[src/design/rsaks_pkg.sv]
`timescale 1ns / 1ps
// ----------------------------------------------------------------------------
// RSA key setup package
// Shared command codes, status codes and the control/status bundles that
// pass between the controller and the datapath.
// ----------------------------------------------------------------------------
package rsaks_pkg;

	// Result status codes.
	typedef enum logic [2:0] {
		ST_OK          = 3'd0,
		ST_P_BAD       = 3'd1,
		ST_Q_BAD       = 3'd2,
		ST_E_RANGE     = 3'd3,
		ST_NOT_COPRIME = 3'd4,
		ST_NO_D        = 3'd5
	} status_t;

	// Datapath operations issued by the controller.
	typedef enum logic [3:0] {
		OP_NONE    = 4'd0,
		OP_LOAD    = 4'd1,
		OP_INIT_P  = 4'd2,
		OP_INIT_Q  = 4'd3,
		OP_DIV_PR  = 4'd4,
		OP_PR_NEXT = 4'd5,
		OP_MUL_N   = 4'd6,
		OP_SAVE_N  = 4'd7,
		OP_SAVE_T  = 4'd8,
		OP_SET_ST  = 4'd9,
		OP_EU_INIT = 4'd10,
		OP_DIV_EU  = 4'd11,
		OP_MUL_Q   = 4'd12,
		OP_EU_UPD  = 4'd13,
		OP_FIN     = 4'd14
	} op_t;

	// Command from the controller.
	typedef struct packed {
		op_t     op;
		status_t st;
	} cmd_t;

	// Flags from the datapath.
	typedef struct packed {
		logic busy;
		logic v_small;
		logic sq_over;
		logic rem_zero;
		logic e_bad;
		logic r1_zero;
	} flags_t;

endpackage

[src/design/rsaks_datapath.sv]
`timescale 1ns / 1ps
// ----------------------------------------------------------------------------
// RSA key setup datapath
// Holds the operands, a bit-serial shift-add multiplier, a restoring divider
// and the extended Euclid registers. Acts on one command per cycle.
// ----------------------------------------------------------------------------
module rsaks_datapath #(
	parameter int PRIME_BITS = 16
) (
	input  logic                  clk,
	input  logic                  arst_n,
	input  rsaks_pkg::cmd_t       cmd,
	output rsaks_pkg::flags_t     flags,
	input  logic [PRIME_BITS-1:0] prime_p,
	input  logic [PRIME_BITS-1:0] prime_q,
	input  logic [31:0]           public_exp,
	output logic [31:0]           modulus,
	output logic [31:0]           totient,
	output logic [31:0]           private_exp,
	output logic [2:0]            status
);

	localparam int W  = 2 * PRIME_BITS;
	localparam int SW = PRIME_BITS + 2;
	localparam int EW = (W > 32) ? W : 32;
	localparam int CW = $clog2(W + 1);

	logic [PRIME_BITS-1:0] p_q, q_q, v_q, i_q;
	logic [SW-1:0]         sq_q;
	logic [31:0]           e_q;
	logic [W-1:0]          n_q, t_q, d_q;
	logic [2:0]            st_q;
	logic [W-1:0]          r0_q, r1_q, u0_q, u1_q;
	logic                  k_q;

	// Multiplier state.
	logic [W-1:0]  ma_q, mb_q, acc_q;
	logic [CW-1:0] mcnt_q;
	logic          mbusy_q;

	// Divider state.
	logic [W-1:0]  dq_q, dvs_q;
	logic [W:0]    rem_q;
	logic [CW-1:0] dcnt_q;
	logic          dbusy_q;

	logic [W:0]    rem_sh;
	logic [W-1:0]  u0_mod, inv;

	// One restoring division step.
	assign rem_sh = {rem_q[W-1:0], dq_q[W-1]};

	// Final inverse from the last Euclid coefficient and its sign parity.
	always_comb begin
		u0_mod = (u0_q == t_q) ? '0 : u0_q;
		if (k_q)
			inv = u0_mod;
		else
			inv = (u0_mod == '0) ? '0 : t_q - u0_mod;
	end

	// Serial multiplier: one bit of the multiplier per cycle.
	always_ff @(posedge clk or negedge arst_n) begin
		if (!arst_n) begin
			mbusy_q <= 1'b0;
			mcnt_q  <= '0;
		end else if (cmd.op == rsaks_pkg::OP_MUL_N || cmd.op == rsaks_pkg::OP_SAVE_N ||
			cmd.op == rsaks_pkg::OP_MUL_Q) begin
			mbusy_q <= 1'b1;
			mcnt_q  <= CW'(W);
		end else if (mbusy_q) begin
			mcnt_q  <= mcnt_q - 1'b1;
			mbusy_q <= (mcnt_q != CW'(1));
		end
	end

	always_ff @(posedge clk) begin
		unique case (cmd.op)
			rsaks_pkg::OP_MUL_N: begin
				ma_q  <= W'(p_q);
				mb_q  <= W'(q_q);
				acc_q <= '0;
			end
			rsaks_pkg::OP_SAVE_N: begin
				ma_q  <= W'(p_q - 1'b1);
				mb_q  <= W'(q_q - 1'b1);
				acc_q <= '0;
			end
			rsaks_pkg::OP_MUL_Q: begin
				ma_q  <= dq_q;
				mb_q  <= u1_q;
				acc_q <= '0;
			end
			default: begin
				if (mbusy_q) begin
					if (mb_q[0])
						acc_q <= acc_q + ma_q;
					ma_q <= ma_q << 1;
					mb_q <= mb_q >> 1;
				end
			end
		endcase
	end

	// Restoring divider: one quotient bit per cycle.
	always_ff @(posedge clk or negedge arst_n) begin
		if (!arst_n) begin
			dbusy_q <= 1'b0;
			dcnt_q  <= '0;
		end else if (cmd.op == rsaks_pkg::OP_DIV_PR || cmd.op == rsaks_pkg::OP_DIV_EU) begin
			dbusy_q <= 1'b1;
			dcnt_q  <= CW'(W);
		end else if (dbusy_q) begin
			dcnt_q  <= dcnt_q - 1'b1;
			dbusy_q <= (dcnt_q != CW'(1));
		end
	end

	always_ff @(posedge clk) begin
		unique case (cmd.op)
			rsaks_pkg::OP_DIV_PR: begin
				dq_q  <= W'(v_q);
				dvs_q <= W'(i_q);
				rem_q <= '0;
			end
			rsaks_pkg::OP_DIV_EU: begin
				dq_q  <= r0_q;
				dvs_q <= r1_q;
				rem_q <= '0;
			end
			default: begin
				if (dbusy_q) begin
					if (rem_sh >= {1'b0, dvs_q}) begin
						rem_q <= rem_sh - {1'b0, dvs_q};
						dq_q  <= {dq_q[W-2:0], 1'b1};
					end else begin
						rem_q <= rem_sh;
						dq_q  <= {dq_q[W-2:0], 1'b0};
					end
				end
			end
		endcase
	end

	// Operand, trial division, Euclid and result registers.
	always_ff @(posedge clk) begin
		unique case (cmd.op)
			rsaks_pkg::OP_LOAD: begin
				p_q  <= prime_p;
				q_q  <= prime_q;
				e_q  <= public_exp;
				n_q  <= '0;
				t_q  <= '0;
				d_q  <= '0;
				st_q <= rsaks_pkg::ST_OK;
			end
			rsaks_pkg::OP_INIT_P, rsaks_pkg::OP_INIT_Q: begin
				v_q  <= (cmd.op == rsaks_pkg::OP_INIT_P) ? p_q : q_q;
				i_q  <= PRIME_BITS'(2);
				sq_q <= SW'(4);
			end
			rsaks_pkg::OP_PR_NEXT: begin
				i_q  <= i_q + 1'b1;
				sq_q <= sq_q + (SW'(i_q) << 1) + SW'(1);
			end
			rsaks_pkg::OP_SAVE_N: n_q <= acc_q;
			rsaks_pkg::OP_SAVE_T: t_q <= acc_q;
			rsaks_pkg::OP_SET_ST: st_q <= cmd.st;
			rsaks_pkg::OP_EU_INIT: begin
				r0_q <= t_q;
				r1_q <= W'(e_q);
				u0_q <= '0;
				u1_q <= W'(1);
				k_q  <= 1'b0;
			end
			rsaks_pkg::OP_EU_UPD: begin
				r0_q <= r1_q;
				r1_q <= rem_q[W-1:0];
				u0_q <= u1_q;
				u1_q <= u0_q + acc_q;
				k_q  <= ~k_q;
			end
			rsaks_pkg::OP_FIN: begin
				if (r0_q != W'(1))
					st_q <= rsaks_pkg::ST_NOT_COPRIME;
				else if (inv == '0 || EW'(inv) == EW'(e_q))
					st_q <= rsaks_pkg::ST_NO_D;
				else begin
					st_q <= rsaks_pkg::ST_OK;
					d_q  <= inv;
				end
			end
			default: ;
		endcase
	end

	// Flags for the controller.
	always_comb begin
		flags.busy     = mbusy_q | dbusy_q;
		flags.v_small  = (v_q < PRIME_BITS'(2));
		flags.sq_over  = (sq_q > SW'(v_q));
		flags.rem_zero = (rem_q == '0);
		flags.e_bad    = (e_q < 32'd3) || (EW'(e_q) >= EW'(t_q));
		flags.r1_zero  = (r1_q == '0);
	end

	assign modulus     = 32'(n_q);
	assign totient     = 32'(t_q);
	assign private_exp = 32'(d_q);
	assign status      = st_q;

endmodule

[src/design/rsaks_ctrl.sv]
`timescale 1ns / 1ps
// ----------------------------------------------------------------------------
// RSA key setup controller
// Sequences the primality tests, the products, the range check and the
// extended Euclid loop, and runs the input and output handshakes.
// ----------------------------------------------------------------------------
module rsaks_ctrl (
	input  logic                 clk,
	input  logic                 arst_n,
	input  logic                 in_valid,
	output logic                 in_ready,
	output logic                 out_valid,
	input  logic                 out_ready,
	input  rsaks_pkg::flags_t    flags,
	output rsaks_pkg::cmd_t      cmd
);

	typedef enum logic [13:0] {
		S_IDLE  = 14'b00000000000001,
		S_PINIT = 14'b00000000000010,
		S_PTEST = 14'b00000000000100,
		S_PDIV  = 14'b00000000001000,
		S_PCHK  = 14'b00000000010000,
		S_MULN  = 14'b00000000100000,
		S_MULT  = 14'b00000001000000,
		S_SAVET = 14'b00000010000000,
		S_RANGE = 14'b00000100000000,
		S_ELOOP = 14'b00001000000000,
		S_EDIV  = 14'b00010000000000,
		S_EMUL  = 14'b00100000000000,
		S_FIN   = 14'b01000000000000,
		S_OUT   = 14'b10000000000000
	} state_t;

	state_t state_q, state_d;
	logic   on_q_q, on_q_d;

	// Next state and command.
	always_comb begin
		state_d = state_q;
		on_q_d  = on_q_q;
		cmd.op  = rsaks_pkg::OP_NONE;
		cmd.st  = rsaks_pkg::ST_OK;
		unique case (state_q)
			S_IDLE: begin
				if (in_valid) begin
					cmd.op  = rsaks_pkg::OP_LOAD;
					on_q_d  = 1'b0;
					state_d = S_PINIT;
				end
			end
			S_PINIT: begin
				cmd.op  = on_q_q ? rsaks_pkg::OP_INIT_Q : rsaks_pkg::OP_INIT_P;
				state_d = S_PTEST;
			end
			S_PTEST: begin
				if (flags.v_small) begin
					cmd.op  = rsaks_pkg::OP_SET_ST;
					cmd.st  = on_q_q ? rsaks_pkg::ST_Q_BAD : rsaks_pkg::ST_P_BAD;
					state_d = S_OUT;
				end else if (flags.sq_over) begin
					if (on_q_q) begin
						cmd.op  = rsaks_pkg::OP_MUL_N;
						state_d = S_MULN;
					end else begin
						on_q_d  = 1'b1;
						state_d = S_PINIT;
					end
				end else begin
					cmd.op  = rsaks_pkg::OP_DIV_PR;
					state_d = S_PDIV;
				end
			end
			S_PDIV: begin
				if (!flags.busy)
					state_d = S_PCHK;
			end
			S_PCHK: begin
				if (flags.rem_zero) begin
					cmd.op  = rsaks_pkg::OP_SET_ST;
					cmd.st  = on_q_q ? rsaks_pkg::ST_Q_BAD : rsaks_pkg::ST_P_BAD;
					state_d = S_OUT;
				end else begin
					cmd.op  = rsaks_pkg::OP_PR_NEXT;
					state_d = S_PTEST;
				end
			end
			S_MULN: begin
				if (!flags.busy) begin
					cmd.op  = rsaks_pkg::OP_SAVE_N;
					state_d = S_MULT;
				end
			end
			S_MULT: begin
				if (!flags.busy)
					state_d = S_SAVET;
			end
			S_SAVET: begin
				cmd.op  = rsaks_pkg::OP_SAVE_T;
				state_d = S_RANGE;
			end
			S_RANGE: begin
				if (flags.e_bad) begin
					cmd.op  = rsaks_pkg::OP_SET_ST;
					cmd.st  = rsaks_pkg::ST_E_RANGE;
					state_d = S_OUT;
				end else begin
					cmd.op  = rsaks_pkg::OP_EU_INIT;
					state_d = S_ELOOP;
				end
			end
			S_ELOOP: begin
				if (flags.r1_zero)
					state_d = S_FIN;
				else begin
					cmd.op  = rsaks_pkg::OP_DIV_EU;
					state_d = S_EDIV;
				end
			end
			S_EDIV: begin
				if (!flags.busy) begin
					cmd.op  = rsaks_pkg::OP_MUL_Q;
					state_d = S_EMUL;
				end
			end
			S_EMUL: begin
				if (!flags.busy) begin
					cmd.op  = rsaks_pkg::OP_EU_UPD;
					state_d = S_ELOOP;
				end
			end
			S_FIN: begin
				cmd.op  = rsaks_pkg::OP_FIN;
				state_d = S_OUT;
			end
			S_OUT: begin
				if (out_ready)
					state_d = S_IDLE;
			end
			default: state_d = S_IDLE;
		endcase
	end

	always_ff @(posedge clk or negedge arst_n) begin
		if (!arst_n) begin
			state_q <= S_IDLE;
			on_q_q  <= 1'b0;
		end else begin
			state_q <= state_d;
			on_q_q  <= on_q_d;
		end
	end

	assign in_ready  = (state_q == S_IDLE);
	assign out_valid = (state_q == S_OUT);

endmodule

[src/design/rsa_key_setup_unit.sv]
`timescale 1ns / 1ps
// ----------------------------------------------------------------------------
// RSA key setup unit
// Validates p, q and e, forms n and the totient, and finds the private
// exponent d.
// ----------------------------------------------------------------------------
// One beat in gives one beat out, and the unit works on one item at a time.
// Work is done by a serial divider and a separate serial multiplier, used
// in turn for trial division of p and q up to their square roots, for n and
// the totient, and for each extended Euclid step (at most about 46 steps
// for a 32-bit totient). A status code other than ok means private_exp is
// zero; a failed primality test also zeroes modulus and totient.
module rsa_key_setup_unit #(
	parameter int PRIME_BITS = 16
) (
	input  logic                  clk,
	input  logic                  arst_n,
	input  logic                  in_valid,
	output logic                  in_ready,
	input  logic [PRIME_BITS-1:0] prime_p,
	input  logic [PRIME_BITS-1:0] prime_q,
	input  logic [31:0]           public_exp,
	output logic                  out_valid,
	input  logic                  out_ready,
	output logic [31:0]           modulus,
	output logic [31:0]           totient,
	output logic [31:0]           private_exp,
	output logic [2:0]            status
);

	rsaks_pkg::cmd_t   cmd;
	rsaks_pkg::flags_t flags;

	// Sequencer.
	rsaks_ctrl u_ctrl (
		.clk       (clk),
		.arst_n    (arst_n),
		.in_valid  (in_valid),
		.in_ready  (in_ready),
		.out_valid (out_valid),
		.out_ready (out_ready),
		.flags     (flags),
		.cmd       (cmd)
	);

	// Arithmetic.
	rsaks_datapath #(
		.PRIME_BITS (PRIME_BITS)
	) u_dp (
		.clk         (clk),
		.arst_n      (arst_n),
		.cmd         (cmd),
		.flags       (flags),
		.prime_p     (prime_p),
		.prime_q     (prime_q),
		.public_exp  (public_exp),
		.modulus     (modulus),
		.totient     (totient),
		.private_exp (private_exp),
		.status      (status)
	);

endmodule

[config.mk]
export PLATFORM = sky130hd
export DESIGN_NAME = rsa_key_setup_unit
export DESIGN_NICKNAME = d
export VERILOG_FILES = /design/src/design/rsaks_pkg.sv /design/src/design/rsaks_datapath.sv /design/src/design/rsaks_ctrl.sv /design/src/design/rsa_key_setup_unit.sv
export SDC_FILE = /design/constraint.sdc
export NUM_CORES = 1
export LEC_CHECK = 0
export BUFFER_PORTS_ARGS = -buffer_cell sky130_fd_sc_hd__buf_2
export CORE_ASPECT_RATIO = 0.5
export CORE_MARGIN = 4
export CORE_UTILIZATION = 40
export DETAILED_ROUTE_END_ITERATION = 10
export PLACE_DENSITY_LB_ADDON = 0.12
export RECOVER_POWER = 100
export SETUP_SLACK_MARGIN = 0.5
export SLEW_MARGIN = 40
export SYNTH_ARGS = -nofsm -noshare
export SYNTH_HDL_FRONTEND = slang
export SYNTH_HIERARCHICAL = 1
export SYNTH_SLANG_ARGS = --single-unit
[constraint.sdc]
create_clock -name clk -period 14.4 [get_ports clk]
set_clock_uncertainty 0.15 [all_clocks]
set_input_delay 1.44 -clock clk [delete_from_list [all_inputs] [get_ports clk]]
set_output_delay 1.44 -clock clk [all_outputs]
set_load 0.02 [all_outputs]
Word level (Yosys, flattened, before mapping). Cells that the tools add are included.

Add/subtract/negate cells: 11. Order comparisons: 5. Bitwise gates (word level): 2. Reductions and logical operators: 28. Eq/ne operators: 44. Mux-type cells: 71.

Operators with widths (count): $pmux W32 S2 (9); $mux W32 (8); $pmux W14 S14 (1); $pmux W32 S3 (2); $mux W14 (11); $logic_not A32 Y1 (3); $add A32 B32 Y32 (2); $eq A32 B32 Y1 (2); $pmux W4 S11 (1); $pmux W18 S2 (1); $sub A16 B1 Y17 const B (2); $ge A33 B32 Y1 (1); $logic_not A33 Y1 (1); $mux W33 (1); $sub A33 B32 Y33 (1); $ge A32 B32 Y1 (1); $lt A32 B2 Y1 const B (1); $ne A32 B1 Y1 const B (1); $pmux W16 S2 (1); $sub A32 B32 Y32 (1); $mux W6 (5); $eq A4 B4 Y1 const B (7); $mux W3 (7); $mux W4 (5); other kinds (44) (86).

Input port bits: 68. Register bits after elaboration: 564. Word-level logic and storage cells: 188. Output and inout bits: 101.

Depth between registers and ports, before layout. Gate-level depths: netlist of run 1.

Depth after elaboration: 10. Gate-level depth with buffers: 27. Depth with buffers taken out: 25.

Hierarchy. The synthesis of run 1 kept the hierarchy.

Modules (own cells, without submodules): rsaks_datapath (area an instance 32620.0 µm², instances 1, seq. area each 15765.1 µm², cells an instance 3218); rsaks_ctrl (area an instance 1184.9 µm², instances 1, seq. area each 376.6 µm², cells an instance 137).

Least setup slack after synthesis of run 1. OpenSTA, ideal clock, no wires.

Path kind: register to register. Start: register u_dp.t_q[0] (netlist: u_dp/totient[0]). End: register u_dp.k_q, enable pin. Stages on the path, launching flop included: 25. Required time: 13617 ps. Period minus slack after synthesis: 10493 ps. Library setup time: 633 ps. Path buffers: 3. Data arrival time: 9709 ps. Slack: 3907 ps. Cells stage by stage: edfxtp_1 -> ha_1 -> nand2b_1 -> a21o_1 -> a21o_1 -> a21o_1 -> a21o_1 -> a21o_1 -> a21o_1 -> a21oi_1 -> o21ai_0 -> a2111oi_0 -> o21ai_0 -> a21oi_1 -> o21ai_0 -> nand2_1 -> nor2_1 -> a21oi_1 -> nand4_1 -> clkbuf_1 -> clkbuf_1 -> clkbuf_1 -> nor2_1 -> a22oi_1 -> nor2b_1.

RTL lines: start, declared (RTL line rsaks_datapath.sv:31) `logic [W-1:0] n_q, t_q, d_q;`; start signal, assigned (RTL line rsaks_datapath.sv:167) `rsaks_pkg::OP_SAVE_T: t_q <= acc_q;`; end signal, assigned (RTL line rsaks_datapath.sv:181) `k_q <= ~k_q;`; end, declared (RTL line rsaks_datapath.sv:34) `logic k_q;`.

==> flow_summary.ini, run 1 <==
[setup_path]
crit_fanout = 64
crit_type = reg2reg
cpMostUsedCell = a21o_1
crit_chain = ha_1 -> a21o_1 -> a21o_1 -> a21o_1 -> a21o_1 -> a21o_1 -> a21oi_1 -> o21ai_0 -> a2111oi_0 -> o21ai_0 -> a21oi_1 -> o21ai_0 -> nand2_1 -> nor2_1 -> a21oi_1 -> nand4_1 -> clkbuf_1 -> nand2b_1 -> or3_1 -> clkbuf_1 -> clkinv_1 -> clkbuf_1
required_ns = 14.38
cp-start-kind = register
slowest_stage = clkbuf_1
arrival_ns = 10.61
crit_family = buffers and inverters
path_buf_inv = 4
cp-end-kind = register
slowest_delay_ns = 2.97

[sta]
fin_crit_sh = 0.7381
fmax_mhz = 94.09
worstMarginPinSlew_ns = 4.253
fin_crit_ns = 10.63
setup_violations = 0
worst_slack_ns = 3.772
hold_viol_final = 0
maxSlewViolCount = 726
max_slew_margin = -1.835
rsz0062_at_grt = no
tns_ns = 0

[finish]
fill_cells = 8105
top_register = u_dp/rem_q
largest_register_ffs = 33
nets = 3753
syn2layout_area_growth_pct = 11.00
fin_area_sq_um = 37520
drive_gt1_frac = 0.06920

[floorplan]
die_w_microns = 419.1
initial_utilization = 0.4034
coreArea_sq_um = 83800
dieArea_sq_um = 89510
io-pin-count = 169
row_count = 75
dieHeight_microns = 213.6

[power]
p_leak_nw = 14.73
p_total_w = 0.007678
vdd_drop_max_uv = 95.95
powerDensity_nw_per_um2 = 204.6

[global_routing]
grt_start_max_net_pins = 104
grt_pass1_vias = 25660
grt_pass1_wl_microns = 180600
track_usage = 0.2742
overflow = 0
grt_antenna_before_repair = 10

[logic_synthesis]
syn_inst = 3355
syn_area_sq_um = 33800
syn_area_per_cell_sq_um = 10.08
synth.ff_latch_count = 564
yosysSeqAreaShare = 0.4775
yosysUniqueCellTypes = 98
yosysWarnings = 6
synth_edf_count = 470
synthArstFlopShare = 0.05142
syn_nets = 3628
synth-main-ff-cell = edfxtp_1

[clocking]
hold_buffers = 0
post_cts_resized = 0
post-cts-setup-buffer-count = 0
clock_latency_ns = 0.63
cts-htree-levels = 2
cts_buffer_depth = 3
numCtsBuffers = 55
cts_tree = yes
path_clk_slew_ns = 0.07
clockRootBuffer = clkbuf_16
cts_sinks = 564

[drt]
routed_wl_microns = 126200
vias_per_cell = 5.958
vias = 27670
drt_pass1_iterations = 8
ant_nets = 0
wire_per_inst_microns = 27.18
drc = 0
drt_iter0_markers = 3322

[flow_run]
drv_cap = 19

[run_status]
violations = capacitance limit, slew limit
outcome = finished, violations left

[placement]
dpl.hpwl_microns = 96470
placed_area_sq_um = 35990
io_buffers = 168
gp_congestion = 1.007
place_ws_ns = 6.476

[min_path]
hold_path_class = reg2reg
[final timing paths]
kind	from	endpoint	slack [ns]	depth (start not counted)
worst max-delay path	u_dp/e_q[2]$_DFFE_PP_	u_dp/e_q[14]$_DFFE_PP_	3.77	22
worst min-delay path	u_dp/rem_q[32]$_SDFFE_PN0P_	u_dp/rem_q[32]$_SDFFE_PN0P_	0.35	2
worst max register to register	u_dp/e_q[2]$_DFFE_PP_	u_dp/e_q[14]$_DFFE_PP_	3.77	22
worst min register to register	u_dp/rem_q[32]$_SDFFE_PN0P_	u_dp/rem_q[32]$_SDFFE_PN0P_	0.35	2
max in group asynchronous	arst_n	u_dp/dbusy_q$_DFF_PN0_	11.29	1
min in group asynchronous	arst_n	u_dp/mbusy_q$_DFF_PN0_	1.34	1
[power by group]
group          internal (W)  switching (W)
sequential          0.00238       0.000694
combinational       0.00122        0.00186
clock              0.000861       0.000668
total               0.00445        0.00322
[cell usage after synthesis (all sizes together) (69+ instances only)]
master | instances | area [sq um]
a21o | 69 | 518.0
edfxtp | 470 | 14110
a21oi | 191 | 970.9
nor3 | 74 | 380.4
xor2 | 101 | 892.1
ha | 200 | 2502
nor2 | 227 | 852.1
xnor2 | 99 | 867.1
o21ai | 195 | 975.9
and2 | 97 | 606.8
clkbuf | 118 | 447.9
inv | 169 | 634.4
nand2 | 370 | 1391
[tightest hold or removal path: cells and delay by family, from the launching register on]
family	cells	cell delay, ns
compound gates	1	0.05
simple gates	1	0.08
flops	1	0.32
[layout by cell type, fill, tap and decap left out, types with 99 or more instances in the layout]
cell      count
a21oi_1     190
clkbuf_1    139
edfxtp_1    470
ha_1        200
inv_1       168
nand2_1     369
nor2_1      226
o21ai_0     191
xnor2_1      99
xor2_1      100
[per-stage QoR]
stage / util / cells / hold WS (ns)
finish: 0.4478 / 4644 / 0.3505
detailed placement: 0.4295 / 4538 / 0.3376
global route: 0.4477 / 4642 / 0.4077
global placement: 0.4281 / 4534 / 0.3314
floorplan: - / 3355 / 0.3128
CTS: 0.4518 / 4641 / 0.3474
[logic make-up (layout without fill, tap and decap cells)]
family / Yosys count / count (layout) / share of synthesized area
compound gates: 825 / 825 / 0.1627
buf+inv: 316 / 487 / 0.03635
mux: 58 / 58 / 0.01825
flops: 564 / 564 / 0.4775
xor+xnor: 200 / 200 / 0.05204
fa+ha+maj: 205 / 205 / 0.07699
other cells: 1 / 3 / 0.0001109
simple gates: 1186 / 1186 / 0.1760
[layer usage]
| layer | global-route usage | part of all wire | up-vias | wire, microns |
|---|---|---|---|---|
| met5 | 0 | 0 | - | 0 |
| met4 | 0.05960 | 0.020 | 0 | 2560 |
| met3 | 0.07119 | 0.10 | 141 | 13060 |
| met2 | 0.3767 | 0.39 | 1187 | 49770 |
| met1 | 0.4275 | 0.48 | 13640 | 60820 |
| li1 | - | - | 12700 | - |
[area by class of cell]
class,count,area [sq um],area share
Antenna cell,2,5.005,0.0001334
Clock buffer,79,1632,0.04348
Clock inverter,24,237.7,0.006336
Inverter,170,638.1,0.01701
Multi-Input combinational cell,2475,16480,0.4391
Sequential cell,564,16140,0.4303
Tap cell,1116,1396,0.03721
Timing Repair Buffer,214,992.2,0.02644
Note: power is estimated with default switching activity, not from simulation.
==> run 2, diff against run 1 <==
Clock period 14.4 ns to 9.4 ns, I/O delays scaled along.
==> run 2 against run 1 <==
Effect of this change:
- the run still ends with capacitance limit, slew limit left
- critical endpoint is now u_dp/u1_q[2]$_SDFFCE_PN0P_
- critical path depth rose by 2
- first-iteration DRC count down 3.8%
- clock power is 60% higher
==> flow_summary.ini, run 2 (synthesis results as in run 1) <==
[clocking]
cts_tree = yes
clockRootBuffer = clkbuf_16
numCtsBuffers = 55
cts-htree-levels = 2
clock_latency_ns = 0.65
path_clk_slew_ns = 0.07
post-cts-setup-buffer-count = 0
hold_buffers = 0
cts_buffer_depth = 3
cts_sinks = 564
post_cts_resized = 0

[power]
powerDensity_nw_per_um2 = 313.9
p_leak_nw = 14.85
vdd_drop_max_uv = 138.2

[drt]
vias = 27650
drc = 0
wire_per_inst_microns = 27.21
drt_iter0_markers = 3197
ant_nets = 0
vias_per_cell = 5.943
routed_wl_microns = 126600
drt_pass1_iterations = 6

[global_routing]
grt_start_max_net_pins = 111
grt_pass1_wl_microns = 181800
track_usage = 0.2770
grt_antenna_before_repair = 8
overflow = 0
grt_pass1_vias = 25620

[sta]
setup_violations = 0
tns_ns = 0
rsz0062_at_grt = no
fmax_mhz = 119.6
hold_viol_final = 0
fin_crit_sh = 0.8893
max_slew_margin = -0.5651
worstMarginPinSlew_ns = 2.348
fin_crit_ns = 8.359
maxSlewViolCount = 230

[setup_path]
arrival_ns = 8.70
crit_type = reg2reg
cp-start-kind = register
crit_family = buffers and inverters
cpMostUsedCell = a21o_1
crit_chain = ha_1 -> nand2b_1 -> a21o_1 -> a21o_1 -> a21o_1 -> a21o_1 -> a21o_1 -> a21o_1 -> a21oi_1 -> o21ai_0 -> a2111oi_0 -> o21ai_0 -> a21oi_1 -> o21ai_0 -> nand2_1 -> nor2_1 -> a21oi_1 -> nand4_1 -> clkbuf_1 -> nor2b_1 -> nand3_1 -> clkbuf_1 -> buf_4 -> nor3_1
slowest_stage = clkbuf_1
cp-end-kind = register
required_ns = 9.74
slowest_delay_ns = 1.58
path_buf_inv = 3
crit_fanout = 29

[finish]
fin_area_sq_um = 37710
ff_latch_area_sq_um = 16140
fill_cells = 8074
layout_common_cells = edfxtp_1 (470), nand2_1 (368), nor2_1 (225), ha_1 (200), o21ai_0 (191)
largest_register_ffs = 33
final_common_cell = edfxtp_1
syn2layout_area_growth_pct = 11.57
drive_gt1_frac = 0.07472
top_register = u_dp/rem_q
final_util = 0.4501
nets = 3759
multi_input_area_sq_um = 16470

[run_status]
outcome = finished, violations left
violations = capacitance limit, slew limit

[floorplan]
initial_utilization = 0.4034
io-pin-count = 169
die_w_microns = 419.1
row_count = 75
dieArea_sq_um = 89510
coreArea_sq_um = 83800
dieHeight_microns = 213.6

[min_path]
hold_path_class = in2reg

[placement]
placed_area_sq_um = 36060
io_buffers = 168
gp_congestion = 0.9737
dpl.hpwl_microns = 97050

[flow_run]
drv_cap = 10
[run 2: cell types whose count changed in the layout (fill, tap and decap cells not counted), moves of 3 or more]
cell       before  now
buf_4          21   28
clkbuf_8        8    5
clkbuf_2        0    5
bufinv_16       4    9
clkbuf_1      139  125
[run 2: worst paths after layout]
path | startpoint | slack (ns) | depth (start not counted) | to
min in group asynchronous | arst_n | 0.87 | 1 | u_dp/mbusy_q$_DFF_PN0_
min | prime_p[12] | 0.32 | 1 | u_dp/p_q[12]$_DFFE_PP_
max | u_dp/totient[0]$_SDFFCE_PN0P_ | 1.04 | 24 | u_dp/u1_q[2]$_SDFFCE_PN0P_
max reg2reg | u_dp/totient[0]$_SDFFCE_PN0P_ | 1.04 | 24 | u_dp/u1_q[2]$_SDFFCE_PN0P_
min reg2reg | u_dp/rem_q[32]$_SDFFE_PN0P_ | 0.37 | 2 | u_dp/rem_q[32]$_SDFFE_PN0P_
max in group asynchronous | arst_n | 6.70 | 1 | u_dp/dbusy_q$_DFF_PN0_
[run 2: per-layer routing]
| metal | up-vias | wire, microns | track usage |
|---|---|---|---|
| li1 | 12730 | - | - |
| met1 | 13650 | 60160 | 0.4218 |
| met2 | 1101 | 50150 | 0.3802 |
| met3 | 166 | 12990 | 0.08458 |
| met4 | 2 | 3278 | 0.06599 |
| met5 | - | 13 | 0 |
[run 2: stage by stage]
| step | std cells | total power [W] | worst slack [ns] | hold slack [ns] |
|---|---|---|---|---|
| after floorplan | 3355 | 0.007587 | 1.388 | 0.3128 |
| after global placement | 4542 | 0.009326 | 1.813 | 0.3336 |
| after detailed placement | 4545 | 0.009341 | 1.705 | 0.3555 |
| after CTS | 4649 | 0.01185 | 1.681 | 0.1357 |
| after global routing | 4650 | 0.01257 | 0.6970 | 0.2898 |
| final | 4653 | 0.01184 | 1.041 | 0.3158 |
[run 2: power by group]
group	internal (W)	leakage (nW)	switching, W
registers	0.00362	5.25	0.00106
logic	0.00186	8.66	0.00283
clock network	0.00140	0.946	0.00105
total	0.00689	14.9	0.00495
[run 2: area by class of cell]
class	instances	area share
multi-input combinational	2475	0.4366
sequential	564	0.4281
clock buffer	69	0.04034
tap	1116	0.03702
clock inverter	35	0.01171
antenna	4	0.0002654
timing repair buffer	220	0.02906
inverter	170	0.01692
[run 2: worst register-to-register path, stage by stage (launching register included)]
cell,delay (ns)
edfxtp_1,0.50
ha_1,0.32
nand2b_1,0.09
a21o_1,0.11
a21o_1,0.11
a21o_1,0.12
a21o_1,0.11
a21o_1,0.11
a21o_1,0.11
a21oi_1,0.07
o21ai_0,0.24
a2111oi_0,0.14
o21ai_0,0.34
a21oi_1,0.15
o21ai_0,0.53
nand2_1,0.20
nor2_1,0.13
a21oi_1,0.07
nand4_1,0.16
clkbuf_1,1.58
nor2b_1,0.59
nand3_1,1.02
clkbuf_1,0.67
buf_4,0.39
nor3_1,0.21
